===== config.mk =====
export PLATFORM = sky130hd
export DESIGN_NAME = display_mode_best_fit_flat
export DESIGN_NICKNAME = d
export VERILOG_FILES = /design/src/dmbf_pkg.sv /design/src/dmbf_if.sv /design/src/dmbf_ctrl.sv /design/src/dmbf_datapath.sv /design/src/display_mode_best_fit.sv /design/src/flat_wrapper.sv
export SDC_FILE = /design/constraint.sdc
export NUM_CORES = 2
export LEC_CHECK = 0
export BUFFER_PORTS_ARGS = -buffer_cell sky130_fd_sc_hd__clkbuf_2
export CELL_PAD_IN_SITES_DETAIL_PLACEMENT = 1
export CELL_PAD_IN_SITES_GLOBAL_PLACEMENT = 1
export CORE_AREA = 2 2 601 603
export CTS_BUF_LIST = sky130_fd_sc_hd__clkbuf_4 sky130_fd_sc_hd__clkbuf_8
export DETAILED_ROUTE_END_ITERATION = 10
export DIE_AREA = 0 0 603 605
export MAX_ROUTING_LAYER = met4
export PLACE_DENSITY_LB_ADDON = 0.25
export SYNTH_ARGS = -nofsm -noshare
export SYNTH_HDL_FRONTEND = slang
export SYNTH_SLANG_ARGS = --single-unit
export TNS_END_PERCENT = 20

===== constraint.sdc =====
create_clock -name clk -period 25.8 [get_ports clk]
set_input_delay 2.58 -clock clk [delete_from_list [all_inputs] [get_ports clk]]
set_output_delay 2.58 -clock clk [all_outputs]
set_load 0.01 [all_outputs]

===== src/dmbf_pkg.sv =====
`default_nettype none

package dmbf_pkg;

    // list length limit and position counter
    localparam int MAX_MODES = 256;
    localparam int CNT_W     = $clog2(MAX_MODES + 1);

    // field widths
    localparam int SIZE_W   = 16;
    localparam int RATE_W   = 10;
    localparam int CLK_W    = 32;
    localparam int ID_W     = 32;
    localparam int INDEX_W  = 8;
    localparam int DIST_W   = 30;
    localparam int SUM_W    = 2 * SIZE_W + 1;
    localparam int ERR_W    = 2 * CLK_W;

    // refresh divider
    localparam int DIV_STEPS = CLK_W;
    localparam int STEP_W    = $clog2(DIV_STEPS);

    localparam logic [DIST_W-1:0] START_BEST = DIST_W'(999999999);

    // configuration port
    localparam int CFG_IDX_W  = 2;
    localparam int CFG_DATA_W = 16;

    localparam logic [CFG_IDX_W-1:0] REG_TARGET_WIDTH  = 2'd0;
    localparam logic [CFG_IDX_W-1:0] REG_TARGET_HEIGHT = 2'd1;
    localparam logic [CFG_IDX_W-1:0] REG_TARGET_RATE   = 2'd2;

    typedef struct packed {
        logic              mode_valid;
        logic              interlaced;
        logic [SIZE_W-1:0] mode_width;
        logic [SIZE_W-1:0] mode_height;
        logic [CLK_W-1:0]  dot_clock;
        logic [SIZE_W-1:0] h_total;
        logic [SIZE_W-1:0] v_total;
        logic [ID_W-1:0]   mode_id;
        logic              last_mode;
    } mode_req_t;

    typedef struct packed {
        logic               found;
        logic [INDEX_W-1:0] chosen_index;
        logic [ID_W-1:0]    chosen_id;
        logic [SIZE_W-1:0]  chosen_width;
        logic [SIZE_W-1:0]  chosen_height;
        logic [CLK_W-1:0]   chosen_refresh;
    } mode_result_t;

    // controller to datapath
    typedef struct packed {
        logic capture;
        logic prod;
        logic div_step;
        logic diff;
        logic square;
        logic update;
        logic report;
    } dp_cmd_t;

    // datapath to controller
    typedef struct packed {
        logic qualify;
        logic last;
        logic out_free;
    } dp_status_t;

endpackage

`default_nettype wire


===== src/dmbf_if.sv =====
`default_nettype none

interface dmbf_mode_if import dmbf_pkg::*; ();
    logic      valid;
    logic      ready;
    mode_req_t payload;

    modport source (output valid, output payload, input ready);
    modport sink (input valid, input payload, output ready);
endinterface

interface dmbf_result_if import dmbf_pkg::*; ();
    logic         valid;
    logic         ready;
    mode_result_t payload;

    modport source (output valid, output payload, input ready);
    modport sink (input valid, input payload, output ready);
endinterface

`default_nettype wire


===== src/dmbf_ctrl.sv =====
`default_nettype none

module dmbf_ctrl
    import dmbf_pkg::*;
(
    input  wire logic       clk,
    input  wire logic       rst_n,
    input  wire logic       in_valid,
    output logic            in_ready,
    input  wire dp_status_t status,
    output dp_cmd_t         cmd
);

    typedef enum logic [6:0] {
        S_IDLE   = 7'b0000001,
        S_PROD   = 7'b0000010,
        S_DIV    = 7'b0000100,
        S_DIFF   = 7'b0001000,
        S_SQUARE = 7'b0010000,
        S_UPDATE = 7'b0100000,
        S_FINISH = 7'b1000000
    } state_t;

    state_t            state_reg;
    state_t            state_next;
    logic [STEP_W-1:0] step_reg;
    logic [STEP_W-1:0] step_next;

    always_comb
    begin
        state_next = state_reg;
        step_next  = step_reg;
        cmd        = '0;
        in_ready   = 1'b0;
        case (state_reg)
            S_IDLE:
            begin
                in_ready = 1'b1;
                if (in_valid)
                begin
                    cmd.capture = 1'b1;
                    state_next  = status.qualify ? S_PROD : S_FINISH;
                end
            end
            S_PROD:
            begin
                cmd.prod   = 1'b1;
                step_next  = '0;
                state_next = S_DIV;
            end
            S_DIV:
            begin
                cmd.div_step = 1'b1;
                step_next    = step_reg + 1'b1;
                if (step_reg == STEP_W'(DIV_STEPS - 1))
                begin
                    state_next = S_DIFF;
                end
            end
            S_DIFF:
            begin
                cmd.diff   = 1'b1;
                state_next = S_SQUARE;
            end
            S_SQUARE:
            begin
                cmd.square = 1'b1;
                state_next = S_UPDATE;
            end
            S_UPDATE:
            begin
                cmd.update = 1'b1;
                state_next = S_FINISH;
            end
            S_FINISH:
            begin
                if (!status.last)
                begin
                    state_next = S_IDLE;
                end
                else if (status.out_free)
                begin
                    cmd.report = 1'b1;
                    state_next = S_IDLE;
                end
            end
            default:
            begin
                state_next = S_IDLE;
            end
        endcase
    end

    always_ff @(posedge clk or negedge rst_n)
    begin
        if (!rst_n)
        begin
            state_reg <= S_IDLE;
            step_reg  <= '0;
        end
        else
        begin
            state_reg <= state_next;
            step_reg  <= step_next;
        end
    end

endmodule

`default_nettype wire


===== src/dmbf_datapath.sv =====
`default_nettype none

module dmbf_datapath
    import dmbf_pkg::*;
(
    input  wire logic                  clk,
    input  wire logic                  rst_n,
    input  wire logic                  cfg_we,
    input  wire logic [CFG_IDX_W-1:0]  cfg_index,
    input  wire logic [CFG_DATA_W-1:0] cfg_data,
    input  wire mode_req_t             req,
    input  wire dp_cmd_t               cmd,
    output dp_status_t                 status,
    output logic                       res_valid,
    input  wire logic                  res_ready,
    output mode_result_t               res
);

    // configuration
    logic [SIZE_W-1:0] target_width_reg;
    logic [SIZE_W-1:0] target_height_reg;
    logic [RATE_W-1:0] target_rate_reg;

    // captured item
    logic [SIZE_W-1:0]  dx_reg;
    logic [SIZE_W-1:0]  dy_reg;
    logic [CLK_W-1:0]   clk_reg;
    logic [SIZE_W-1:0]  ht_reg;
    logic [SIZE_W-1:0]  vt_reg;
    logic [ID_W-1:0]    id_reg;
    logic [SIZE_W-1:0]  mw_reg;
    logic [SIZE_W-1:0]  mh_reg;
    logic [INDEX_W-1:0] pos_reg;
    logic               last_reg;

    // arithmetic
    logic [2*SIZE_W-1:0] dx_sq_reg;
    logic [2*SIZE_W-1:0] dy_sq_reg;
    logic [CLK_W-1:0]    den_reg;
    logic [CLK_W-1:0]    rem_reg;
    logic [CLK_W-1:0]    quo_reg;
    logic [CLK_W-1:0]    rr_reg;
    logic [SUM_W-1:0]    dist_reg;
    logic [CLK_W-1:0]    diff_reg;
    logic [ERR_W-1:0]    err_reg;

    // search state
    logic [CNT_W-1:0]   count_reg;
    logic [DIST_W-1:0]  best_dist_reg;
    logic [ERR_W-1:0]   best_err_reg;
    logic               best_found_reg;
    logic [INDEX_W-1:0] best_index_reg;
    logic [ID_W-1:0]    best_id_reg;
    logic [SIZE_W-1:0]  best_width_reg;
    logic [SIZE_W-1:0]  best_height_reg;
    logic [CLK_W-1:0]   best_refresh_reg;

    // output stage
    logic         res_valid_reg;
    mode_result_t res_reg;

    logic               in_range;
    logic [CLK_W:0]     shifted;
    logic [CLK_W:0]     trial;
    logic [CLK_W-1:0]   rr_now;
    logic [CLK_W-1:0]   rate_ext;
    logic               rate_on;
    logic               win;

    assign in_range = count_reg < CNT_W'(MAX_MODES);

    assign status.qualify  = in_range && req.mode_valid && !req.interlaced
                             && (req.mode_width <= target_width_reg)
                             && (req.mode_height <= target_height_reg);
    assign status.last     = last_reg;
    assign status.out_free = !res_valid_reg || res_ready;

    // one restoring step per cycle
    assign shifted = {rem_reg, quo_reg[CLK_W-1]};
    assign trial   = shifted - {1'b0, den_reg};

    assign rr_now   = (den_reg == '0) ? '0 : quo_reg;
    assign rate_ext = CLK_W'(target_rate_reg);
    assign rate_on  = target_rate_reg != '0;

    assign win = (dist_reg < SUM_W'(best_dist_reg))
                 || ((dist_reg == SUM_W'(best_dist_reg)) && rate_on
                     && (err_reg < best_err_reg));

    always_ff @(posedge clk or negedge rst_n)
    begin
        if (!rst_n)
        begin
            target_width_reg  <= '0;
            target_height_reg <= '0;
            target_rate_reg   <= '0;
        end
        else if (cfg_we)
        begin
            case (cfg_index)
                REG_TARGET_WIDTH:  target_width_reg  <= cfg_data;
                REG_TARGET_HEIGHT: target_height_reg <= cfg_data;
                REG_TARGET_RATE:   target_rate_reg   <= cfg_data[RATE_W-1:0];
                default:           ;
            endcase
        end
    end

    always_ff @(posedge clk)
    begin
        if (cmd.capture)
        begin
            dx_reg   <= target_width_reg - req.mode_width;
            dy_reg   <= target_height_reg - req.mode_height;
            clk_reg  <= req.dot_clock;
            ht_reg   <= req.h_total;
            vt_reg   <= req.v_total;
            id_reg   <= req.mode_id;
            mw_reg   <= req.mode_width;
            mh_reg   <= req.mode_height;
            pos_reg  <= INDEX_W'(count_reg);
            last_reg <= req.last_mode;
        end
        if (cmd.prod)
        begin
            dx_sq_reg <= dx_reg * dx_reg;
            dy_sq_reg <= dy_reg * dy_reg;
            den_reg   <= ht_reg * vt_reg;
            rem_reg   <= '0;
            quo_reg   <= clk_reg;
        end
        if (cmd.div_step)
        begin
            if (!trial[CLK_W])
            begin
                rem_reg <= trial[CLK_W-1:0];
                quo_reg <= {quo_reg[CLK_W-2:0], 1'b1};
            end
            else
            begin
                rem_reg <= shifted[CLK_W-1:0];
                quo_reg <= {quo_reg[CLK_W-2:0], 1'b0};
            end
        end
        if (cmd.diff)
        begin
            rr_reg   <= rr_now;
            dist_reg <= SUM_W'(dx_sq_reg) + SUM_W'(dy_sq_reg);
            diff_reg <= (rr_now >= rate_ext) ? rr_now - rate_ext : rate_ext - rr_now;
        end
        if (cmd.square)
        begin
            err_reg <= diff_reg * diff_reg;
        end
    end

    always_ff @(posedge clk or negedge rst_n)
    begin
        if (!rst_n)
        begin
            count_reg        <= '0;
            best_dist_reg    <= START_BEST;
            best_err_reg     <= ERR_W'(START_BEST);
            best_found_reg   <= 1'b0;
            best_index_reg   <= '0;
            best_id_reg      <= '0;
            best_width_reg   <= '0;
            best_height_reg  <= '0;
            best_refresh_reg <= '0;
        end
        else if (cmd.report)
        begin
            // start a fresh list
            count_reg        <= '0;
            best_dist_reg    <= START_BEST;
            best_err_reg     <= ERR_W'(START_BEST);
            best_found_reg   <= 1'b0;
            best_index_reg   <= '0;
            best_id_reg      <= '0;
            best_width_reg   <= '0;
            best_height_reg  <= '0;
            best_refresh_reg <= '0;
        end
        else
        begin
            if (cmd.capture && in_range)
            begin
                count_reg <= count_reg + 1'b1;
            end
            if (cmd.update && win)
            begin
                best_dist_reg    <= dist_reg[DIST_W-1:0];
                best_err_reg     <= rate_on ? err_reg : best_err_reg;
                best_found_reg   <= 1'b1;
                best_index_reg   <= pos_reg;
                best_id_reg      <= id_reg;
                best_width_reg   <= mw_reg;
                best_height_reg  <= mh_reg;
                best_refresh_reg <= rr_reg;
            end
        end
    end

    always_ff @(posedge clk or negedge rst_n)
    begin
        if (!rst_n)
        begin
            res_valid_reg <= 1'b0;
        end
        else if (cmd.report)
        begin
            res_valid_reg <= 1'b1;
        end
        else if (res_ready)
        begin
            res_valid_reg <= 1'b0;
        end
    end

    always_ff @(posedge clk)
    begin
        if (cmd.report)
        begin
            res_reg.found          <= best_found_reg;
            res_reg.chosen_index   <= best_found_reg ? best_index_reg : '0;
            res_reg.chosen_id      <= best_found_reg ? best_id_reg : '0;
            res_reg.chosen_width   <= best_found_reg ? best_width_reg : '0;
            res_reg.chosen_height  <= best_found_reg ? best_height_reg : '0;
            res_reg.chosen_refresh <= best_found_reg ? best_refresh_reg : '0;
        end
    end

    assign res_valid = res_valid_reg;
    assign res       = res_reg;

endmodule

`default_nettype wire


===== src/display_mode_best_fit.sv =====
`default_nettype none

// Best-fit display mode picker. Mode descriptors arrive as requests on the
// modes channel, one per list position, and the request flagged last_mode
// closes the list and yields one request on the result channel: found, plus
// index, id, size and integer refresh of the chosen mode (all zero when no
// mode fit). A mode that passes the screening (valid, progressive, no larger
// than the target, within the first MAX_MODES positions) passes through a
// multiply step for the two 16x16 squares and the h_total*v_total product,
// the restoring divider that forms the refresh one quotient bit per cycle,
// rate difference, rate error square, best-mode compare and list close-out
// before the next mode is accepted; a screened-out mode goes straight to
// close-out. The divider sets the pace. The result sits in an output
// register, so the next list can start while it waits to be taken; only
// a second list end stalls until the first result leaves. Targets are to
// be written through the cfg port while idle; the block does not check it.
module display_mode_best_fit
    import dmbf_pkg::*;
(
    input  wire logic                  clk,
    input  wire logic                  rst_n,
    input  wire logic                  cfg_we,
    input  wire logic [CFG_IDX_W-1:0]  cfg_index,
    input  wire logic [CFG_DATA_W-1:0] cfg_data,
    dmbf_mode_if.sink                  modes,
    dmbf_result_if.source              result
);

    dp_cmd_t    cmd;
    dp_status_t status;

    // sequencer: screening, multiply, divide, compare, close-out
    dmbf_ctrl u_ctrl (
        .clk      (clk),
        .rst_n    (rst_n),
        .in_valid (modes.valid),
        .in_ready (modes.ready),
        .status   (status),
        .cmd      (cmd)
    );

    // arithmetic, running best and output register
    dmbf_datapath u_datapath (
        .clk       (clk),
        .rst_n     (rst_n),
        .cfg_we    (cfg_we),
        .cfg_index (cfg_index),
        .cfg_data  (cfg_data),
        .req       (modes.payload),
        .cmd       (cmd),
        .status    (status),
        .res_valid (result.valid),
        .res_ready (result.ready),
        .res       (result.payload)
    );

endmodule

`default_nettype wire


===== src/flat_wrapper.sv =====
// flat-port wrapper written by rule: the top's interface ports become plain ports
module display_mode_best_fit_flat import dmbf_pkg::*;
  (clk, rst_n, cfg_we, cfg_index, cfg_data, modes_valid, modes_payload, modes_ready, result_valid, result_payload, result_ready);
  dmbf_mode_if modes_i ();
  dmbf_result_if result_i ();
  input  wire logic clk;
  input  wire logic rst_n;
  input  wire logic cfg_we;
  input  wire logic [CFG_IDX_W-1:0] cfg_index;
  input  wire logic [CFG_DATA_W-1:0] cfg_data;
  input wire logic [$bits(modes_i.valid)-1:0] modes_valid;
  input wire logic [$bits(modes_i.payload)-1:0] modes_payload;
  output wire logic [$bits(modes_i.ready)-1:0] modes_ready;
  output wire logic [$bits(result_i.valid)-1:0] result_valid;
  output wire logic [$bits(result_i.payload)-1:0] result_payload;
  input wire logic [$bits(result_i.ready)-1:0] result_ready;
  assign modes_i.valid = modes_valid;
  assign modes_i.payload = modes_payload;
  assign modes_ready = modes_i.ready;
  assign result_valid = result_i.valid;
  assign result_payload = result_i.payload;
  assign result_i.ready = result_ready;
  display_mode_best_fit u_core (.clk(clk), .rst_n(rst_n), .cfg_we(cfg_we), .cfg_index(cfg_index), .cfg_data(cfg_data), .modes(modes_i), .result(result_i));
endmodule

Word level (Yosys, flattened, before mapping):

Index checks and enable logic that the tools add are counted.

* multiplexer cells: 47
* reduce and logical (&&, ||, !) cells: 26
* eq/ne operators: 14
* $mul: 4
* $lt $le $gt $ge: 6
* add/sub/neg operators: 8

Operators by type and width (number)
* 2-to-1 mux 32 bit: 11
* 2-to-1 mux 64 bit: 3
* multiplier 16 x 16 -> 32 bit: 3
* less-than comparator 64 bit: 1
* multiplier 32 x 32 -> 64 bit: 1
* 2-to-1 mux 16 bit: 4
* 2-to-1 mux 30 bit: 2
* one-hot mux 7 bit (7 select lines): 1
* 2-to-1 mux 7 bit: 5
* adder 32 x 32 -> 33 bit: 1
* equality test 33 x 30 -> 1 bit: 1
* less-than comparator 33 x 30 -> 1 bit: 1
* subtractor 33 x 32 -> 33 bit: 1
* greater-or-equal comparator 32 x 10 -> 1 bit: 1
* less-or-equal comparator 16 bit: 2
* zero test 32 bit: 1
* subtractor 10 x 32 -> 32 bit: 1
* subtractor 16 bit: 2
* subtractor 32 x 10 -> 32 bit: 1
* 2-to-1 mux 9 bit: 2
* 2-to-1 mux 1 bit: 16
* 2-to-1 mux 8 bit: 2
* nonzero test 2 bit: 6
* one-hot mux 5 bit (2 select lines): 1
* other kinds (22): 35

* bits of input ports: 154
* logic and storage cells: 145
* output and inout bits: 107
* flip-flop bits (word level): 858

Logic depth before layout (Yosys ltp):

* depth after elaboration: 8
* gate-level depth with buffers: 34
* depth with buffers taken out: 31

Modules after synthesis:

From an unflattened synthesis, not the netlist that was laid out.

* cells, all modules: 8662
* area total of the unflattened synthesis: 90201.5 um^2

By module, submodules not included
* dmbf_datapath: area each 89414.5 um^2, seq. area each 24110.6 um^2, instances 1, cells an instance 8588
* dmbf_ctrl: area each 787.0 um^2, seq. area each 301.5 um^2, instances 1, cells an instance 74

Least setup slack after synthesis:

OpenSTA, ideal clock, no wires.

* path kind: register -> register
* start point: register u_core.u_ctrl.state_reg[5]
* end point: register u_core.u_datapath.quo_reg[0] (enable)
* cell stages (with the launch flop): 6
* period minus slack after synthesis: 10.964 ns
* required time: 25.383 ns
* arrival time: 10.546 ns
* slack: 14.836 ns
* path buffers: 0
* setup time: 0.417 ns
* cell sequence: dfrtp_1 -> nor3_1 -> nand2_1 -> nor3b_1 -> nor2_1 -> inv_1

* word-level cells in the longest chain between the ends: 3
* elaborated cells between the ends (all ways): 5
* those cells by class: 2 x eq/ne; 2 x mux; 1 x reduce/logical

RTL lines
* start, declared: line dmbf_ctrl.sv:24 `state_t state_reg;`
* start signal, assigned: line dmbf_ctrl.sv:103 `state_reg <= state_next;`
* equality test 7 x 3 -> 1 bit / equality test 7 x 2 -> 1 bit (equally long branches): line dmbf_ctrl.sv:35 `case (state_reg)`
* 2-to-1 mux 1 bit: line dmbf_ctrl.sv:35
* nonzero test 2 bit (no line) (*)
* end signal, assigned: line dmbf_datapath.sv:130 `quo_reg <= clk_reg;`
* end signal, assigned: line dmbf_datapath.sv:137 `quo_reg <= {quo_reg[CLK_W-2:0], 1'b1};`
* end signal, assigned: line dmbf_datapath.sv:142 `quo_reg <= {quo_reg[CLK_W-2:0], 1'b0};`
* end, declared: line dmbf_datapath.sv:41 `logic [CLK_W-1:0] quo_reg;`

Every way passes the cells marked *; elsewhere a longest branch is shown, timed or not.
A chain may end at the register's enable or synchronous reset.

Final worst setup path:

* start point: register u_core.u_datapath.diff_reg[7]
* end point: register u_core.u_datapath.err_reg[60], data pin

* word-level cells in the longest chain between the ends: 1

RTL lines
* start, declared: line dmbf_datapath.sv:44 `logic [CLK_W-1:0] diff_reg;`
* start signal, assigned: line dmbf_datapath.sv:149 `diff_reg <= (rr_now >= rate_ext) ? rr_now - rate_ext : rate_ext - rr_now;`
* multiplier 32 x 32 -> 64 bit: line dmbf_datapath.sv:153 `err_reg <= diff_reg * diff_reg;`
* end signal, assigned: line dmbf_datapath.sv:153
* end, declared: line dmbf_datapath.sv:45 `logic [ERR_W-1:0] err_reg;`

Every way passes these cells.

==> impl_metrics.toml <==
[clock_tree]
tritoncts = "done"
cts_made_buffers = 176
cts_resized = 0
cts-hold-fix-buffers = 0
clkSinkCount = 855
cts_setup_buffers = 0
clock_latency_ns = 1.02
clk_path_buf_depth = 4
clock-root-buffer = "clkbuf_8"
clk_pin_slew_worst_paths_ns = 0.06
cts-htree-levels = 4

[yosys]
synth_top_area_cell = "fa_1"
syn_area_per_cell_um2 = 10.2
synthTopCellsByArea = "fa_1 30%, edfxtp_1 20%, ha_1 11%, inv_1 8.1%, dfrtp_1 6.2%"
ys_warn_count = 0
seq_area_frac_synth = 0.274
synth.net_count = 11007
ys_seq_elements = 855
yosysMostFrequentCell = "inv_1"
syn_area_um2 = 89200
synth_flop_cell = "edfxtp_1"
synth_common_cells = "1931 x inv_1, 1322 x fa_1, 998 x nand2_1"
syn-instance-count = 8734
yosysTopAreaCellShare = 0.297
synthArstFlopShare = 0.308
yosys.cell_types.count = 86
synth_edf_count = 592

[timing]
final_max_slew_viol_count = 0
period_share = 0.360
worstMarginPinSlew_ns = 1.21
setup_tns_ns = 0
min_period_ns = 9.28
relSlewSlack = 0.195
hold_viol_final = 0
setup_viol = 0
max_freq_mhz = 108
fin_skew_ns = 0.148
grt_setup_unrepaired = "no"

[floorplan]
start_util = 0.249
die_x_um = 603
fp.coreArea_um2 = 358000
ios = 261
die_area_um2 = 365000
fp.dieH_um = 605
rows = 220

[routing]
drt_wl_total_mm = 272
drt-pass1-iter-count = 5
drcViolationCount = 0
wl_per_cell_um = 19.6
vias_per_cell = 4.31
ant_nets = 0
drt_iter0_drc = 2345
vias = 59915

[min_path]
min_path_type = "reg2reg"
min_path_cells = 2
hold_start = "u_core.u_datapath.pos_reg[7]$_DFFE_PP_"
holdPathEnd = "u_core.u_datapath.best_index_reg[7]$_DFFE_PN0P_"

[placed_design]
numPortBuffers = 260
dp_hpwl_mm = 213
place_area_um2 = 96100
gp_congestion = 0.832

[critical_path]
reg2regPathDepth = 24
timing.critical_path.buf_inv = 4
reg2reg_from = "u_core.u_datapath.diff_reg[7]$_DFFE_PP_"
crit_chain = "buf_4 > inv_1 > nor2_1 > fa_1 > fa_1 > fa_1 > inv_1 > fa_1 > inv_1 > fa_1 > fa_1 > fa_1 > fa_1 > ha_1 > nand4_1 > o21a_1 > o211ai_1 > nand4_1 > a21oi_1 > o21ai_1 > a311oi_1 > o21a_1 > o21ai_0 > o311ai_0"
r2r_setup_slack_ns = 16.52
critPathLaunchType = "register"
crit_path_end_kind = "register"
critPathArrivalTime_ns = 10.00
crit_required_ns = 26.52
reg2reg_to = "u_core.u_datapath.err_reg[60]$_DFFE_PN_"
crit_fanout = 30
slowest_stage = "a21oi_1"
slowest_delay_ns = 0.62
crit_top_cell = "fa_1"
critical-path-top-delay-family = "adder cells"
critical_path_class = "reg2reg"

[global_routing]
grt_pass1_wl_mm = 423
grt_usage = 0.156
grt_max_degree = 101
grt_overflow = 0
antenna_found_initial = 27
grt_pass1_vias = 69287

[run_status]
status = "complete, no violations"

[finish]
final_nets = 11243
syn_to_final_growth_pct = 11.8
finalInstanceArea_um2 = 99800
drive_gt1_frac = 0.0853
fillers = 40810
fin_util = 0.279
largest_reg_flops = 105

[job]
maxCapViolations = 0
## worst max-delay path by stage
| stage | depth (start not counted) | slack [ns] | endpoint | start |
|---|---|---|---|---|
| after floorplan | 5 | 14.84 | u_core.u_datapath.quo_reg[0]$_DFFE_PP_ | u_core.u_ctrl.state_reg[5]$_DFFE_PN0P_ |
| after global placement | 25 | 16.68 | u_core.u_datapath.err_reg[60]$_DFFE_PN_ | u_core.u_datapath.diff_reg[7]$_DFFE_PP_ |
| after detailed placement | 24 | 16.49 | u_core.u_datapath.err_reg[60]$_DFFE_PN_ | u_core.u_datapath.diff_reg[7]$_DFFE_PP_ |
| after CTS | 24 | 16.46 | u_core.u_datapath.err_reg[60]$_DFFE_PN_ | u_core.u_datapath.diff_reg[7]$_DFFE_PP_ |
| after global routing | 28 | 16.04 | u_core.u_datapath.err_reg[60]$_DFFE_PN_ | u_core.u_datapath.diff_reg[4]$_DFFE_PP_ |
| final | 24 | 16.52 | u_core.u_datapath.err_reg[60]$_DFFE_PN_ | u_core.u_datapath.diff_reg[7]$_DFFE_PP_ |
## worst register-to-register path, cell delays in order (launching register included)
cell,delay (ns)
edfxtp_1,0.33
buf_4,0.42
inv_1,0.36
nor2_1,0.54
fa_1,0.52
fa_1,0.49
fa_1,0.52
inv_1,0.05
fa_1,0.48
inv_1,0.05
fa_1,0.51
fa_1,0.58
fa_1,0.43
fa_1,0.45
ha_1,0.37
nand4_1,0.26
o21a_1,0.27
o211ai_1,0.15
nand4_1,0.26
a21oi_1,0.62
o21ai_1,0.21
a311oi_1,0.49
o21a_1,0.23
o21ai_0,0.13
o311ai_0,0.33
## cell usage in the layout, fill, tap and decap left out, drive strengths merged, types with 34 or more instances in the layout
master and instances:
inv 1937, fa 1322, nand2 998, ha 797
edfxtp 592, and2 577, clkbuf 501, nor2 323
dfrtp 220, a21oi 208, xnor2 193, nand3 186
o21ai 163, a21o 151, xor2 92, buf 82
mux2i 72, clkinv 60, nor3 56, nand4 55
mux2 43, dfstp 43, o21bai 42, nor2b 41
nand2b 35, o21a 34
## kinds of logic (layout without fill, tap and decap cells)
| group | count (synthesis) | count (layout) | synth area share |
|---|---|---|---|
| and+or+nand+nor | 2377 | 2377 | 0.127 |
| muxes | 115 | 115 | 0.0135 |
| other | 0 | 23 | 0 |
| adders and majority gates | 2119 | 2119 | 0.408 |
| DFF | 855 | 855 | 0.274 |
| AOI/OAI and AO/OA | 768 | 768 | 0.0561 |
| xor gates and xnor gates | 285 | 285 | 0.0281 |
| buffers and inverters | 2215 | 2595 | 0.0935 |
## routing by layer
metal  share of wire  global-route usage  routed length (um)  vias to the layer above
met2            0.51               0.272              138000                      701
li1                -                   -                   -                    27738
met3           0.031              0.0184                8350                      358
met1            0.43               0.187              116000                    31118
met5               0                   -                   0                        -
met4           0.035              0.0518                9660                        0
## per-stage QoR
step                      hold slack, ns  cells  worst slack (ns)
after floorplan                    0.422   8734             14.84
after global placement             0.423  13565             16.68
after detailed placement           0.431  13565             16.49
after CTS                          0.378  13887             16.46
after global routing               0.415  13905             16.04
final                              0.369  13910             16.52
## final cells by class
cell class / count / area, um^2 / share of cell area
inverters: 1932 / 7260 / 0.0728
clock buffers: 242 / 3010 / 0.0301
multi-input cells: 5664 / 56500 / 0.567
well taps: 4773 / 5970 / 0.0598
flip-flops and latches: 855 / 24400 / 0.245
repair buffers: 341 / 1920 / 0.0192
diodes: 23 / 57.6 / 0.000577
clock inverters: 80 / 611 / 0.00612
Power is left out: the tool's default activity adds up to more than one toggle a clock period on the data nets, which glitch-free logic cannot reach.
